[src/abs_pkg.sv]
// Package for the alternating-bit sender: event and acknowledgement codes,
// result and control structures, and fixed widths. Depends on nothing.
`default_nettype none

package abs_pkg;

    localparam int TAG_W     = 32;
    localparam int TIME_W    = 32;
    localparam int CNT_W     = 32;
    localparam int INIT_W    = 16;
    localparam int PADDR_W   = 3;
    localparam int PDATA_W   = 32;

    localparam logic [INIT_W-1:0] INIT_TIMEOUT_RST = 16'd1000;

    typedef enum logic [1:0] {
        FUNC_MSG   = 2'd0,
        FUNC_ACK   = 2'd1,
        FUNC_TIMER = 2'd2,
        FUNC_NONE  = 2'd3
    } func_t;

    typedef enum logic [1:0] {
        ACK_NEG   = 2'd0,
        ACK_POS   = 2'd1,
        ACK_OTHER = 2'd2,
        ACK_RSVD  = 2'd3
    } ack_kind_t;

    typedef enum logic [0:0] {
        REG_INITIAL_TIMEOUT = 1'b0,
        REG_UNMAPPED        = 1'b1
    } reg_idx_t;

    typedef struct packed {
        logic              send_valid;
        logic              send_seq;
        logic [TAG_W-1:0]  send_tag;
        logic              is_resend;
        logic              timer_start;
        logic              timer_stop;
        logic [TIME_W-1:0] timer_duration;
        logic [CNT_W-1:0]  success_count;
        logic              queue_dropped;
    } result_t;

    typedef struct packed {
        logic              load;
        logic [TIME_W-1:0] value;
    } cfg_wr_t;

    typedef struct packed {
        logic push;
        logic pop;
    } bl_ctrl_t;

    typedef struct packed {
        logic empty;
        logic full;
    } bl_stat_t;

endpackage

`default_nettype wire

[src/abs_in_if.sv]
// Input channel of the alternating-bit sender: valid/ready plus event fields.
// Depends on abs_pkg for field widths.
`default_nettype none

interface abs_in_if;
    logic                     valid;
    logic                     ready;
    logic [1:0]               func;
    logic [abs_pkg::TAG_W-1:0] msg_tag;
    logic                     ack_checksum_ok;
    logic                     ack_number;
    logic [1:0]               ack_kind;

    modport source (
        output valid, func, msg_tag, ack_checksum_ok, ack_number, ack_kind,
        input  ready
    );
    modport sink (
        input  valid, func, msg_tag, ack_checksum_ok, ack_number, ack_kind,
        output ready
    );
endinterface

`default_nettype wire

[src/abs_out_if.sv]
// Output channel of the alternating-bit sender: valid/ready plus result fields.
// Depends on abs_pkg for field widths.
`default_nettype none

interface abs_out_if;
    logic                       valid;
    logic                       ready;
    logic                       send_valid;
    logic                       send_seq;
    logic [abs_pkg::TAG_W-1:0]  send_tag;
    logic                       is_resend;
    logic                       timer_start;
    logic                       timer_stop;
    logic [abs_pkg::TIME_W-1:0] timer_duration;
    logic [abs_pkg::CNT_W-1:0]  success_count;
    logic                       queue_dropped;

    modport source (
        output valid, send_valid, send_seq, send_tag, is_resend, timer_start,
               timer_stop, timer_duration, success_count, queue_dropped,
        input  ready
    );
    modport sink (
        input  valid, send_valid, send_seq, send_tag, is_resend, timer_start,
               timer_stop, timer_duration, success_count, queue_dropped,
        output ready
    );
endinterface

`default_nettype wire

[src/abs_cfg.sv]
// APB-style configuration register holding the initial timeout.
// Depends on abs_pkg for widths, register indexes and the write structure.
`default_nettype none

module abs_cfg (
    input  wire logic                          clk,
    input  wire logic                          rst_n,
    input  wire logic                          psel,
    input  wire logic                          penable,
    input  wire logic                          pwrite,
    input  wire logic [abs_pkg::PADDR_W-1:0]   paddr,
    input  wire logic [abs_pkg::PDATA_W-1:0]   pwdata,
    output logic      [abs_pkg::PDATA_W-1:0]   prdata,
    output abs_pkg::cfg_wr_t                   cfg_wr
);

    logic [abs_pkg::INIT_W-1:0] init_timeout_reg;
    logic [abs_pkg::INIT_W-1:0] init_timeout_next;
    logic                       sel_init;
    logic                       wr_en;

    assign sel_init = (abs_pkg::reg_idx_t'(paddr[abs_pkg::PADDR_W-1])
                       == abs_pkg::REG_INITIAL_TIMEOUT);
    assign wr_en    = psel && penable && pwrite && sel_init;

    // A zero timeout is stored as one tick.
    always_comb
    begin
        init_timeout_next = pwdata[abs_pkg::INIT_W-1:0];
        if (init_timeout_next == '0)
        begin
            init_timeout_next = abs_pkg::INIT_W'(1);
        end
    end

    always_ff @(posedge clk or negedge rst_n)
    begin
        if (!rst_n)
        begin
            init_timeout_reg <= abs_pkg::INIT_TIMEOUT_RST;
        end
        else if (wr_en)
        begin
            init_timeout_reg <= init_timeout_next;
        end
    end

    assign prdata       = sel_init ? abs_pkg::PDATA_W'(init_timeout_reg) : '0;
    assign cfg_wr.load  = wr_en;
    assign cfg_wr.value = abs_pkg::TIME_W'(init_timeout_next);

endmodule

`default_nettype wire

[src/abs_backlog.sv]
// Backlog queue in a synchronous memory with a prefetched head entry.
// Depends on abs_pkg for the control and status structures.
`default_nettype none

module abs_backlog #(
    parameter int QUEUE_DEPTH = 8,
    parameter int DATA_BITS   = 33
) (
    input  wire logic                 clk,
    input  wire logic                 rst_n,
    input  wire abs_pkg::bl_ctrl_t    ctrl,
    input  wire logic [DATA_BITS-1:0] push_data,
    output logic      [DATA_BITS-1:0] head_data,
    output abs_pkg::bl_stat_t         stat
);

    localparam int IdxW = (QUEUE_DEPTH > 1) ? $clog2(QUEUE_DEPTH) : 1;
    localparam int CntW = $clog2(QUEUE_DEPTH + 1);
    localparam int SumW = CntW + 1;

    logic [DATA_BITS-1:0] mem [QUEUE_DEPTH];
    logic [DATA_BITS-1:0] head_data_reg;
    logic [IdxW-1:0]      head_reg;
    logic [IdxW-1:0]      head_next;
    logic [IdxW-1:0]      head_inc;
    logic [CntW-1:0]      count_reg;
    logic [CntW-1:0]      count_next;
    logic [SumW-1:0]      tail_sum;
    logic [IdxW-1:0]      tail;
    logic [IdxW-1:0]      rd_addr;

    assign head_inc = (head_reg == IdxW'(QUEUE_DEPTH - 1)) ? '0 : head_reg + IdxW'(1);

    always_comb
    begin
        tail_sum = SumW'(head_reg) + SumW'(count_reg);
        if (tail_sum >= SumW'(QUEUE_DEPTH))
        begin
            tail_sum = tail_sum - SumW'(QUEUE_DEPTH);
        end
        tail = tail_sum[IdxW-1:0];
    end

    always_comb
    begin
        head_next  = head_reg;
        count_next = count_reg;
        if (ctrl.pop)
        begin
            head_next  = head_inc;
            count_next = count_reg - CntW'(1);
        end
        else if (ctrl.push)
        begin
            count_next = count_reg + CntW'(1);
        end
    end

    assign rd_addr = head_next;

    always_ff @(posedge clk or negedge rst_n)
    begin
        if (!rst_n)
        begin
            head_reg  <= '0;
            count_reg <= '0;
        end
        else
        begin
            head_reg  <= head_next;
            count_reg <= count_next;
        end
    end

    // A push into an empty queue lands on the head slot and is forwarded.
    always_ff @(posedge clk)
    begin
        if (ctrl.push)
        begin
            mem[tail] <= push_data;
        end
        if (ctrl.push && (tail == rd_addr))
        begin
            head_data_reg <= push_data;
        end
        else
        begin
            head_data_reg <= mem[rd_addr];
        end
    end

    assign head_data  = head_data_reg;
    assign stat.empty = (count_reg == '0);
    assign stat.full  = (count_reg == CntW'(QUEUE_DEPTH));

endmodule

`default_nettype wire

[src/abs_obuf.sv]
// Two-entry output buffer that decouples result transfers from input transfers.
// Depends on abs_pkg for the result structure.
`default_nettype none

module abs_obuf (
    input  wire logic             clk,
    input  wire logic             rst_n,
    input  wire logic             push,
    input  wire abs_pkg::result_t push_data,
    output logic                  can_push,
    output logic                  out_valid,
    input  wire logic             out_ready,
    output abs_pkg::result_t      out_data
);

    abs_pkg::result_t slot0_reg;
    abs_pkg::result_t slot1_reg;
    logic [1:0]       count_reg;
    logic [1:0]       count_next;
    logic             pop;

    assign pop       = out_valid && out_ready;
    assign out_valid = (count_reg != 2'd0);
    assign can_push  = (count_reg != 2'd2);
    assign out_data  = slot0_reg;

    always_comb
    begin
        count_next = count_reg;
        if (push && !pop)
        begin
            count_next = count_reg + 2'd1;
        end
        else if (pop && !push)
        begin
            count_next = count_reg - 2'd1;
        end
    end

    always_ff @(posedge clk or negedge rst_n)
    begin
        if (!rst_n)
        begin
            count_reg <= 2'd0;
        end
        else
        begin
            count_reg <= count_next;
        end
    end

    always_ff @(posedge clk)
    begin
        if (pop)
        begin
            slot0_reg <= (push && (count_reg == 2'd1)) ? push_data : slot1_reg;
            if (push && (count_reg == 2'd2))
            begin
                slot1_reg <= push_data;
            end
        end
        else if (push)
        begin
            if (count_reg == 2'd0)
            begin
                slot0_reg <= push_data;
            end
            else
            begin
                slot1_reg <= push_data;
            end
        end
    end

endmodule

`default_nettype wire

[src/alternating_bit_sender.sv]
// Top level of the alternating-bit sender: event handling, held packet and timer state.
// Depends on abs_pkg, abs_in_if, abs_out_if, abs_cfg, abs_backlog and abs_obuf.
//
//   Channel   Direction  Handshake              Contents
//   in_ch     sink       valid/ready            func, msg_tag, ack fields
//   out_ch    source     valid/ready            send, timer and status fields
//   APB       slave      psel/penable/pready    initial_timeout at byte address 0
//
// One event is taken per cycle while the output buffer has room; its result is registered into that buffer.
// The backlog head is prefetched from the queue memory each cycle, so a pop needs no wait.
// A two-entry output buffer holds the waiting result plus one more, so in steady streaming
// input transfers continue into an output stall until both entries are full and then pause.
// Reset clears all control state and sets the timeout to 1000; no clearing pass is needed.
`default_nettype none

module alternating_bit_sender #(
    parameter int QUEUE_DEPTH = 8,
    parameter int TAG_BITS    = 32
) (
    input  wire logic                        clk,
    input  wire logic                        rst_n,
    abs_in_if.sink                           in_ch,
    abs_out_if.source                        out_ch,
    input  wire logic                        psel,
    input  wire logic                        penable,
    input  wire logic                        pwrite,
    input  wire logic [abs_pkg::PADDR_W-1:0] paddr,
    input  wire logic [abs_pkg::PDATA_W-1:0] pwdata,
    output logic      [abs_pkg::PDATA_W-1:0] prdata,
    output logic                             pready
);

    localparam int TagW      = abs_pkg::TAG_W;
    localparam int TimeW     = abs_pkg::TIME_W;
    localparam int CntW      = abs_pkg::CNT_W;
    localparam int StoreBits = (TAG_BITS < TagW) ? TAG_BITS : TagW;
    localparam int EntryW    = StoreBits + 1;

    abs_pkg::cfg_wr_t  cfg_wr;
    abs_pkg::bl_ctrl_t bl_ctrl;
    abs_pkg::bl_stat_t bl_stat;
    abs_pkg::result_t  res;
    abs_pkg::result_t  out_data;

    logic [EntryW-1:0]    head_entry;
    logic [StoreBits-1:0] in_tag;
    logic                 accept;
    logic                 can_push;
    logic                 bad_ack;

    logic                 next_bit_reg;
    logic                 next_bit_next;
    logic                 awaited_reg;
    logic                 awaited_next;
    logic                 held_seq_reg;
    logic                 held_seq_next;
    logic [StoreBits-1:0] held_tag_reg;
    logic [StoreBits-1:0] held_tag_next;
    logic                 idle_reg;
    logic                 idle_next;
    logic [TimeW-1:0]     timeout_reg;
    logic [TimeW-1:0]     timeout_next;
    logic [CntW-1:0]      good_acks_reg;
    logic [CntW-1:0]      good_acks_next;

    abs_cfg u_cfg (
        .clk     (clk),
        .rst_n   (rst_n),
        .psel    (psel),
        .penable (penable),
        .pwrite  (pwrite),
        .paddr   (paddr),
        .pwdata  (pwdata),
        .prdata  (prdata),
        .cfg_wr  (cfg_wr)
    );

    assign pready = 1'b1;

    abs_backlog #(
        .QUEUE_DEPTH (QUEUE_DEPTH),
        .DATA_BITS   (EntryW)
    ) u_backlog (
        .clk       (clk),
        .rst_n     (rst_n),
        .ctrl      (bl_ctrl),
        .push_data ({next_bit_reg, in_tag}),
        .head_data (head_entry),
        .stat      (bl_stat)
    );

    assign in_ch.ready = can_push;
    assign accept      = in_ch.valid && can_push;
    assign in_tag      = StoreBits'(in_ch.msg_tag);
    assign bad_ack     = !in_ch.ack_checksum_ok || (in_ch.ack_number != awaited_reg)
                         || (abs_pkg::ack_kind_t'(in_ch.ack_kind) == abs_pkg::ACK_NEG);

    always_comb
    begin
        next_bit_next  = next_bit_reg;
        awaited_next   = awaited_reg;
        held_seq_next  = held_seq_reg;
        held_tag_next  = held_tag_reg;
        idle_next      = idle_reg;
        timeout_next   = timeout_reg;
        good_acks_next = good_acks_reg;
        bl_ctrl        = '0;
        res            = '0;

        if (accept)
        begin
            unique case (abs_pkg::func_t'(in_ch.func))
                abs_pkg::FUNC_MSG:
                begin
                    if (idle_reg)
                    begin
                        idle_next       = 1'b0;
                        held_seq_next   = next_bit_reg;
                        held_tag_next   = in_tag;
                        awaited_next    = next_bit_reg;
                        res.send_valid  = 1'b1;
                        res.timer_start = 1'b1;
                    end
                    else if (bl_stat.full)
                    begin
                        res.queue_dropped = 1'b1;
                    end
                    else
                    begin
                        bl_ctrl.push = 1'b1;
                    end
                    next_bit_next = !next_bit_reg;
                end
                abs_pkg::FUNC_ACK:
                begin
                    if (bad_ack)
                    begin
                        res.send_valid = 1'b1;
                        res.is_resend  = 1'b1;
                    end
                    else if (abs_pkg::ack_kind_t'(in_ch.ack_kind) == abs_pkg::ACK_POS)
                    begin
                        good_acks_next = good_acks_reg + CntW'(1);
                        res.timer_stop = 1'b1;
                        if (!bl_stat.empty)
                        begin
                            bl_ctrl.pop     = 1'b1;
                            held_seq_next   = head_entry[EntryW-1];
                            held_tag_next   = head_entry[StoreBits-1:0];
                            awaited_next    = head_entry[EntryW-1];
                            res.send_valid  = 1'b1;
                            res.timer_start = 1'b1;
                        end
                        else
                        begin
                            idle_next = 1'b1;
                        end
                    end
                end
                abs_pkg::FUNC_TIMER:
                begin
                    if (timeout_reg[TimeW-1])
                    begin
                        timeout_next = '1;
                    end
                    else
                    begin
                        timeout_next = {timeout_reg[TimeW-2:0], 1'b0};
                    end
                    res.send_valid  = 1'b1;
                    res.is_resend   = 1'b1;
                    res.timer_start = 1'b1;
                end
                abs_pkg::FUNC_NONE:
                begin
                end
                default:
                begin
                end
            endcase
        end

        if (cfg_wr.load)
        begin
            timeout_next = cfg_wr.value;
        end

        if (res.send_valid)
        begin
            res.send_seq = held_seq_next;
            res.send_tag = TagW'(held_tag_next);
        end
        res.timer_duration = timeout_next;
        res.success_count  = good_acks_next;
    end

    always_ff @(posedge clk or negedge rst_n)
    begin
        if (!rst_n)
        begin
            next_bit_reg  <= 1'b0;
            awaited_reg   <= 1'b0;
            held_seq_reg  <= 1'b0;
            held_tag_reg  <= '0;
            idle_reg      <= 1'b1;
            timeout_reg   <= TimeW'(abs_pkg::INIT_TIMEOUT_RST);
            good_acks_reg <= '0;
        end
        else
        begin
            next_bit_reg  <= next_bit_next;
            awaited_reg   <= awaited_next;
            held_seq_reg  <= held_seq_next;
            held_tag_reg  <= held_tag_next;
            idle_reg      <= idle_next;
            timeout_reg   <= timeout_next;
            good_acks_reg <= good_acks_next;
        end
    end

    abs_obuf u_obuf (
        .clk       (clk),
        .rst_n     (rst_n),
        .push      (accept),
        .push_data (res),
        .can_push  (can_push),
        .out_valid (out_ch.valid),
        .out_ready (out_ch.ready),
        .out_data  (out_data)
    );

    assign out_ch.send_valid     = out_data.send_valid;
    assign out_ch.send_seq       = out_data.send_seq;
    assign out_ch.send_tag       = out_data.send_tag;
    assign out_ch.is_resend      = out_data.is_resend;
    assign out_ch.timer_start    = out_data.timer_start;
    assign out_ch.timer_stop     = out_data.timer_stop;
    assign out_ch.timer_duration = out_data.timer_duration;
    assign out_ch.success_count  = out_data.success_count;
    assign out_ch.queue_dropped  = out_data.queue_dropped;

endmodule

`default_nettype wire

[src/flat_wrapper.sv]
// flat-port wrapper written by rule: the top's interface ports become plain ports
module alternating_bit_sender_flat 
#(
    parameter int QUEUE_DEPTH = 8,
    parameter int TAG_BITS    = 32
)
  (clk, rst_n, psel, penable, pwrite, paddr, pwdata, prdata, pready, in_ch_valid, in_ch_func, in_ch_msg_tag, in_ch_ack_checksum_ok, in_ch_ack_number, in_ch_ack_kind, in_ch_ready, out_ch_valid, out_ch_send_valid, out_ch_send_seq, out_ch_send_tag, out_ch_is_resend, out_ch_timer_start, out_ch_timer_stop, out_ch_timer_duration, out_ch_success_count, out_ch_queue_dropped, out_ch_ready);
  abs_in_if in_ch_i ();
  abs_out_if out_ch_i ();
  input  wire logic clk;
  input  wire logic rst_n;
  input  wire logic psel;
  input  wire logic penable;
  input  wire logic pwrite;
  input  wire logic [abs_pkg::PADDR_W-1:0] paddr;
  input  wire logic [abs_pkg::PDATA_W-1:0] pwdata;
  output logic      [abs_pkg::PDATA_W-1:0] prdata;
  output logic pready;
  input wire logic [$bits(in_ch_i.valid)-1:0] in_ch_valid;
  input wire logic [$bits(in_ch_i.func)-1:0] in_ch_func;
  input wire logic [$bits(in_ch_i.msg_tag)-1:0] in_ch_msg_tag;
  input wire logic [$bits(in_ch_i.ack_checksum_ok)-1:0] in_ch_ack_checksum_ok;
  input wire logic [$bits(in_ch_i.ack_number)-1:0] in_ch_ack_number;
  input wire logic [$bits(in_ch_i.ack_kind)-1:0] in_ch_ack_kind;
  output wire logic [$bits(in_ch_i.ready)-1:0] in_ch_ready;
  output wire logic [$bits(out_ch_i.valid)-1:0] out_ch_valid;
  output wire logic [$bits(out_ch_i.send_valid)-1:0] out_ch_send_valid;
  output wire logic [$bits(out_ch_i.send_seq)-1:0] out_ch_send_seq;
  output wire logic [$bits(out_ch_i.send_tag)-1:0] out_ch_send_tag;
  output wire logic [$bits(out_ch_i.is_resend)-1:0] out_ch_is_resend;
  output wire logic [$bits(out_ch_i.timer_start)-1:0] out_ch_timer_start;
  output wire logic [$bits(out_ch_i.timer_stop)-1:0] out_ch_timer_stop;
  output wire logic [$bits(out_ch_i.timer_duration)-1:0] out_ch_timer_duration;
  output wire logic [$bits(out_ch_i.success_count)-1:0] out_ch_success_count;
  output wire logic [$bits(out_ch_i.queue_dropped)-1:0] out_ch_queue_dropped;
  input wire logic [$bits(out_ch_i.ready)-1:0] out_ch_ready;
  assign in_ch_i.valid = in_ch_valid;
  assign in_ch_i.func = in_ch_func;
  assign in_ch_i.msg_tag = in_ch_msg_tag;
  assign in_ch_i.ack_checksum_ok = in_ch_ack_checksum_ok;
  assign in_ch_i.ack_number = in_ch_ack_number;
  assign in_ch_i.ack_kind = in_ch_ack_kind;
  assign in_ch_ready = in_ch_i.ready;
  assign out_ch_valid = out_ch_i.valid;
  assign out_ch_send_valid = out_ch_i.send_valid;
  assign out_ch_send_seq = out_ch_i.send_seq;
  assign out_ch_send_tag = out_ch_i.send_tag;
  assign out_ch_is_resend = out_ch_i.is_resend;
  assign out_ch_timer_start = out_ch_i.timer_start;
  assign out_ch_timer_stop = out_ch_i.timer_stop;
  assign out_ch_timer_duration = out_ch_i.timer_duration;
  assign out_ch_success_count = out_ch_i.success_count;
  assign out_ch_queue_dropped = out_ch_i.queue_dropped;
  assign out_ch_i.ready = out_ch_ready;
  alternating_bit_sender #(.QUEUE_DEPTH(QUEUE_DEPTH), .TAG_BITS(TAG_BITS)) u_core (.clk(clk), .rst_n(rst_n), .in_ch(in_ch_i), .out_ch(out_ch_i), .psel(psel), .penable(penable), .pwrite(pwrite), .paddr(paddr), .pwdata(pwdata), .prdata(prdata), .pready(pready));
endmodule
[config.mk]
export PLATFORM = sky130hd
export DESIGN_NAME = alternating_bit_sender_flat
export DESIGN_NICKNAME = d
export VERILOG_FILES = /design/src/abs_pkg.sv /design/src/abs_in_if.sv /design/src/abs_out_if.sv /design/src/abs_cfg.sv /design/src/abs_backlog.sv /design/src/abs_obuf.sv /design/src/alternating_bit_sender.sv /design/src/flat_wrapper.sv
export SDC_FILE = /design/constraint.sdc
export NUM_CORES = 1
export LEC_CHECK = 0
export BUFFER_PORTS_ARGS = -buffer_cell sky130_fd_sc_hd__buf_2
export CAP_MARGIN = 10
export CORE_MARGIN = 2
export CORE_UTILIZATION = 58
export DETAILED_ROUTE_END_ITERATION = 16
export GPL_TIMING_DRIVEN = 0
export PLACE_DENSITY = 0.83
export SLEW_MARGIN = 20
export SYNTH_ARGS = -nofsm -noshare
export SYNTH_HDL_FRONTEND = slang
export SYNTH_HIERARCHICAL = 1
export SYNTH_SLANG_ARGS = --single-unit
[constraint.sdc]
create_clock -name clk -period 15.69 [get_ports clk]
set_input_delay 3.138 -clock clk [delete_from_list [all_inputs] [get_ports clk]]
set_output_delay 3.138 -clock clk [all_outputs]
set_load 0.01 [all_outputs]
==> qor.yml, run 1 <==
setup_path:
  cp.required_ns: 12.55
  reg2reg_from: "u_core/u_obuf/count_reg[0]"
  reg2reg_slack_ns: 11.80
  cp-end-kind: "primary output"
  reg2reg_depth: 11
  path_class: "in2out"
  startpoint_type: "input pin"
  worstPathMaxFanout: 10
  critPathArrivalTime_ns: 3.94
  r2r_end: "u_core/u_backlog/mem[2][8]"
timing:
  tns_ns: 0
  whs_ns: 0.502
  hold_violations: 0
  fin_skew_ns: 0.0244
  finalSetupViolCount: 0
  finalMaxSlewViolations: 0
  tightest_slew_ns: 0.940
  period_needed_ns: 7.08
  rsz0062_at_grt: "no"
  fmax_ghz: 0.141
  timing.final.crit_share_pct: 45.1
  slew_headroom_pct: 36.7
floorplan:
  chipWidth_um: 212
  fp.dieH_um: 212
  rows: 76
  coreArea_mm2: 0.0430
  start_util_pct: 58.5
  io_pins: 217
  floorplan.die_area_mm2: 0.0451
logic_synthesis:
  synth_seq_cells: 596
  synth_edf_count: 468
  synth_area_mm2: 0.0252
  synth_area_per_cell_um2: 16.2
  synthTopCellsByCount: "468 x edfxtp_1, 123 x nand2_1, 112 x dfrtp_1"
  yosysWarnings: 6
  synth_top_area_share_pct: 55.9
  ys_seq_area_share_pct: 68.6
  async_flop_share_pct: 21.0
  synth.area.top_cells: "edfxtp_1 56%, dfrtp_1 11%, mux2_4 5.4%"
  ys.flop_type: "edfxtp_1"
  syn_inst: 1550
  yosysMostFrequentCell: "edfxtp_1"
  ys_types: 67
  yosysTopAreaCell: "edfxtp_1"
worst_hold_path:
  holdCritStartpoint: "u_core/u_cfg/init_timeout_reg[11]"
  min_to: "u_core/u_cfg/init_timeout_reg[11]"
  hold_class: "reg2reg"
  whs_path_depth: 1
clock_network:
  h-tree-depth: 2
  root_buffer: "clkbuf_16"
  clk_path_buf_depth: 3
  clkSinkCount: 596
  clkSlewWorstSetupHoldPaths_ns: 0.06
  cts_inserted_buffers: 58
  cts-hold-fix-buffers: 0
  cts_tree: "built"
  postCtsSetupBuffers: 0
  worst_skew_pair.late_latency_ns: 0.62
  cts_resized: 0
routing:
  wl_per_cell_um: 22.4
  wirelength_um: 55700
  ant_nets: 0
  dr.pass1.iters: 5
  vias: 14600
  drt-initial-drc-count: 1517
  drt-vias-per-instance: 5.88
  drc: 0
global_route:
  grt_max_degree: 95
  grt_pass1_vias: 15200
  grt_pass1_wl_um: 85100
  gr-total-overflow: 0
  track_usage_pct: 25.0
  antenna_found_initial: 8
placement:
  io_buffers: 181
  dpl.hpwl_um: 37400
  gp_congestion: 0.811
cells_and_area:
  syn_to_final_growth_pct: 17.2
  largest_reg_flops: 264
  drive_gt1_share_pct: 33.1
  fin_nets: 1948
pwr:
  total_power_mw: 5.17
  p_per_area_mw_per_mm2: 175
  p_leak_nw: 11.3
  peakVddDrop_uv: 136
job:
  maxCapViolCount: 0
outcome:
  status: "completed"
## worst max-delay path, stage by stage
cell and delay (ns):
buf_2 0.14, clkbuf_1 0.36, nor2b_1 0.13, buf_2 0.16
## per-stage QoR
step           instances  cell area [um2]  utilization (%)  worst slack [ns]
2_1_floorplan       1581            25300                -              7.16
3_3_place_gp        2347            26900             62.6              4.47
3_5_place_dp        2375            27400             63.8              8.59
4_1_cts             2485            29500             68.6              8.59
5_1_grt             2488            29500             68.6              8.54
6_report            2489            29500             68.6              8.61
## power breakdown
| group | switching (mW) | internal (mW) |
|---|---|---|
| registers | 0.148 | 2.20 |
| logic | 0.752 | 0.613 |
| clock network | 0.606 | 0.851 |
| total | 1.51 | 3.67 |
## cell type report
| class | instances | area [um2] |
|---|---|---|
| inverters | 60 | 225 |
| plain buffers | 130 | 791 |
| clock buffers | 67 | 1520 |
| well taps | 585 | 732 |
| flip-flops and latches | 596 | 17300 |
| multi-input cells | 795 | 7070 |
| diodes | 4 | 10.0 |
| fillers | 2691 | 13500 |
| clock inverters | 43 | 527 |
| repair buffers | 209 | 1350 |
## metal layers
layer | GRT usage (%) | share of wire, % | vias up
met4 | 10.8 | 3.6 | 8
met2 | 42.4 | 50 | 720
met1 | 31.6 | 39 | 7326
met3 | 4.80 | 7.5 | 151
met5 | 0 | 0.090 | -
li1 | - | - | 6425
## cell families (layout without fill, tap and decap cells)
logic type	count (synthesis)	after routing	synth area share, %
xor gates and xnor gates	40	40	1.57
DFF	596	596	68.6
muxes	223	223	14.4
other	2	37	0.0298
adders and majority gates	18	18	0.955
buffers and inverters	190	509	4.04
and+or+nand+nor	293	293	5.79
AOI/OAI and AO/OA	188	188	4.66
## worst max-delay path by stage
stage          slack [ns]  cells after the start                           to        start
5_1_grt              8.54                      4                    prdata[4]     paddr[2]
4_1_cts              8.59                      4                    prdata[4]     paddr[2]
3_3_place_gp         4.47                      6  u_core/u_obuf/slot1_reg[21]  in_ch_valid
3_5_place_dp         8.59                      4                    prdata[4]     paddr[2]
2_1_floorplan        7.16                      5   u_core/u_obuf/slot1_reg[0]  in_ch_valid
6_report             8.61                      4                    prdata[4]     paddr[2]
## placed cells by master, fill, tap and decap left out, types with 42 or more instances in the layout
master	count
buf_2	192
buf_4	49
clkbuf_1	61
clkbuf_16	58
dfrtp_1	112
edfxtp_1	468
inv_1	60
mux2_2	64
mux2_4	90
mux4_2	59
nand2_1	122
nor3_1	49
o21ai_0	42
Power figures use the tool's default switching activity.
==> inputs of run 2 (changes only) <==
--- a/config.mk
+++ b/config.mk
@@ -5,6 +5,7 @@
 export SDC_FILE = /design/constraint.sdc
 export NUM_CORES = 1
 export LEC_CHECK = 0
+export ABC_AREA = 1
 export BUFFER_PORTS_ARGS = -buffer_cell sky130_fd_sc_hd__buf_2
 export CAP_MARGIN = 10
 export CORE_MARGIN = 2
==> constraint.sdc (replaced) <==
create_clock -name clk -period 7.25 [get_ports clk]
set_input_delay 1.45 -clock clk [delete_from_list [all_inputs] [get_ports clk]]
set_output_delay 1.45 -clock clk [all_outputs]
set_load 0.01 [all_outputs]
==> qor.yml, run 2 <==
outcome:
  status: "completed"  # unchanged
logic_synthesis:
  synth_area_per_cell_um2: 10.5  # was 16.2 um2
  yosysWarnings: 6  # unchanged
  synth_seq_cells: 596  # unchanged
  ys_types: 41  # was 67
  syn_inst: 2467  # was 1550
  synth_area_mm2: 0.0259  # was 0.0252 mm2
  async_flop_share_pct: 21.0  # unchanged
  synth_edf_count: 468  # unchanged
  yosysMostFrequentCell: "nand2_1"  # was edfxtp_1
  ys.flop_type: "edfxtp_1"  # unchanged
  synth_top_area_share_pct: 54.3  # was 55.9%
  yosysTopAreaCell: "edfxtp_1"  # unchanged
  synthTopCellsByCount: "902 x nand2_1, 468 x edfxtp_1, 171 x nand3_1"  # was 468 x edfxtp_1, 123 x nand2_1, 112 x dfrtp_1
  ys_seq_area_share_pct: 66.7  # was 68.6%
  synth.area.top_cells: "edfxtp_1 54%, nand2_1 13%, dfrtp_1 11%"  # was edfxtp_1 56%, dfrtp_1 11%, mux2_4 5.4%
clock_network:
  clkSinkCount: 596  # unchanged
  clk_path_buf_depth: 3  # unchanged
  cts-hold-fix-buffers: 0  # unchanged
  cts_tree: "built"  # unchanged
  worst_skew_pair.late_latency_ns: 0.62  # about the same
  clkSlewWorstSetupHoldPaths_ns: 0.06  # about the same
  h-tree-depth: 2  # unchanged
  postCtsSetupBuffers: 0  # unchanged
  cts_inserted_buffers: 57  # was 58
  root_buffer: "clkbuf_16"  # unchanged
  cts_resized: 0  # unchanged
worst_hold_path:
  hold_class: "reg2reg"  # unchanged
cells_and_area:
  instances_no_fill: 3400  # was 2489
  drive_gt1_share_pct: 16.9  # was 33.1%
  final_common_cell: "nand2_1"  # was edfxtp_1
  fin_nets: 2852  # was 1948
  largest_reg_flops: 264  # unchanged
  fin_area_mm2: 0.0300  # was 0.0295 mm2
  final_cell_mix: "902 x nand2_1, 468 x edfxtp_1, 218 x buf_2, 171 x nand3_1, 141 x nor2_1"  # was 468 x edfxtp_1, 192 x buf_2, 122 x nand2_1, 112 x dfrtp_1, 90 x mux2_4
  syn_to_final_growth_pct: 15.9  # was 17.2%
routing:
  vias: 19100  # was 14600
  wl_per_cell_um: 18.7  # was 22.4 um
  drc: 0  # unchanged
  drt-vias-per-instance: 5.62  # was 5.88
  dr.pass1.iters: 6  # was 5
  ant_nets: 0  # unchanged
  wirelength_um: 63700  # was 55700 um
  drt-initial-drc-count: 2111  # was 1517
global_route:
  grt_pass1_wl_um: 99200  # was 85100 um
  track_usage_pct: 27.3  # was 25.0%
  grt_pass1_vias: 18800  # was 15200
  gr-total-overflow: 0  # unchanged
  grt_max_degree: 73  # was 95
  antenna_found_initial: 9  # was 8
placement:
  dp_cells: 3287  # was 2375
  gp_congestion: 0.938  # was 0.811
  dpl.hpwl_um: 43200  # was 37400 um
  io_buffers: 180  # was 181
  place_area_mm2: 0.0282  # was 0.0274 mm2
  preCtsSetupSlack_ns: 3.19  # was 8.59 ns
timing:
  rsz0062_at_grt: "no"  # unchanged
  hold_violations: 0  # unchanged
  tightest_slew_ns: 0.739  # was 0.940 ns
  fin_skew_ns: 0.0218  # was 0.0244 ns
  timing.final.crit_share_pct: 50.0
  slew_headroom_pct: 50.6  # was 36.7%
  period_needed_ns: 3.62
  fmax_ghz: 0.276
  finalSetupViolCount: 0  # unchanged
  setup_slack_ns: 3.63  # was 8.61 ns
  finalMaxSlewViolations: 0  # unchanged
  whs_ns: 0.476  # was 0.502 ns
floorplan:
  coreArea_mm2: 0.0441  # was 0.0430 mm2
  start_util_pct: 58.7  # was 58.5%
  chipWidth_um: 215  # was 212 um
  rows: 77  # was 76
  io_pins: 217  # unchanged
  fp.dieH_um: 215  # was 212 um
  floorplan.die_area_mm2: 0.0463  # was 0.0451 mm2
setup_path:
  cp.required_ns: 7.79  # was 12.55 ns
  cp-end-kind: "flop"  # was primary output
  startpoint_type: "input pin"  # unchanged
  worstPathMaxFanout: 9  # was 10
  path_class: "in2reg"  # was in2out
  critPathArrivalTime_ns: 4.16  # was 3.94 ns
job:
  maxCapViolCount: 0  # unchanged
pwr:
  total_power_mw: 11.0  # was 5.17 mW
  p_per_area_mw_per_mm2: 366  # was 175 mW/mm2
  peakVddDrop_uv: 252  # was 136 uV
  p_leak_nw: 12.7  # was 11.3 nW
## run 2: cell count changes in the layout (fill, tap and decap cells not counted), moves of 47 or more
| cell | before | now |
|---|---|---|
| mux2_2 | 64 | 0 |
| o21ai_0 | 42 | 99 |
| nor2_1 | 39 | 141 |
| o21ai_1 | 0 | 75 |
| nand3_1 | 7 | 171 |
| inv_1 | 60 | 107 |
| nand2_1 | 122 | 902 |
| mux4_2 | 59 | 0 |
| mux2_4 | 90 | 0 |
## run 2: worst max-delay path, stage by stage
cell	delay, ns
buf_2	0.12
inv_1	0.08
ha_1	0.14
buf_4	0.17
nand3_4	0.14
nor2_1	0.12
nand3_1	0.22
nor2_1	0.61
inv_1	0.26
fa_1	0.51
xor2_1	0.18
o21ai_0	0.16
## run 2: area by class of cell
class | count | area, um2
inverters | 113 | 429
well taps | 592 | 741
repair buffers | 197 | 1360
plain buffers | 169 | 1070
diodes | 6 | 15.0
fillers | 3157 | 14100
multi-input cells | 1620 | 7320
clock buffers | 77 | 1560
flip-flops and latches | 596 | 17300
clock inverters | 30 | 236
## run 2: worst paths after layout
check	startpoint	end	slack, ns	cells past startpoint
max	in_ch_func[1]	u_core/u_backlog/count_reg[2]	3.63	12
min	u_core/held_tag_reg[0]	u_core/held_tag_reg[0]	0.48	2
max reg2reg	u_core/u_obuf/count_reg[0]	u_core/u_obuf/slot1_reg[40]	3.92	13
min reg2reg	u_core/held_tag_reg[0]	u_core/held_tag_reg[0]	0.48	2
max in group asynchronous	rst_n	u_core/idle_reg	5.71	2
min in group asynchronous	rst_n	u_core/good_acks_reg[20]	0.78	1
## run 2: stage by stage
step	util [%]	TNS [ns]
detailed placement	63.9	0
floorplan	-	0
finish	68.0	0
global route	68.0	0
global placement	62.6	-369.83
CTS	67.9	0
## run 2: power by group
group          internal, mW  leakage [nW]  switching [mW]  total, mW
Combinational          1.03          5.93            2.14       3.17
Clock                  1.62         0.882            1.25       2.87
Sequential             4.65          5.93           0.287       4.94
## run 2: cells by family after synthesis
logic type      after synthesis  share of synthesized area, %
mux                           1                        0.0387
xor+xnor                     20                         0.677
fa+ha+maj                    18                         0.928
compound gates              258                          5.36
other cells                   2                        0.0290
buf+inv                     282                          5.78
simple gates               1290                          20.5
flops                       596                          66.7
## run 2: per-layer routing
metal | up-vias | part of all wire [%] | GRT usage, %
met5 | - | 0.058 | 0
met4 | 6 | 4.8 | 13.7
met3 | 198 | 8.8 | 4.23
met2 | 1037 | 48 | 44.8
met1 | 9087 | 38 | 35.8
li1 | 8786 | - | -
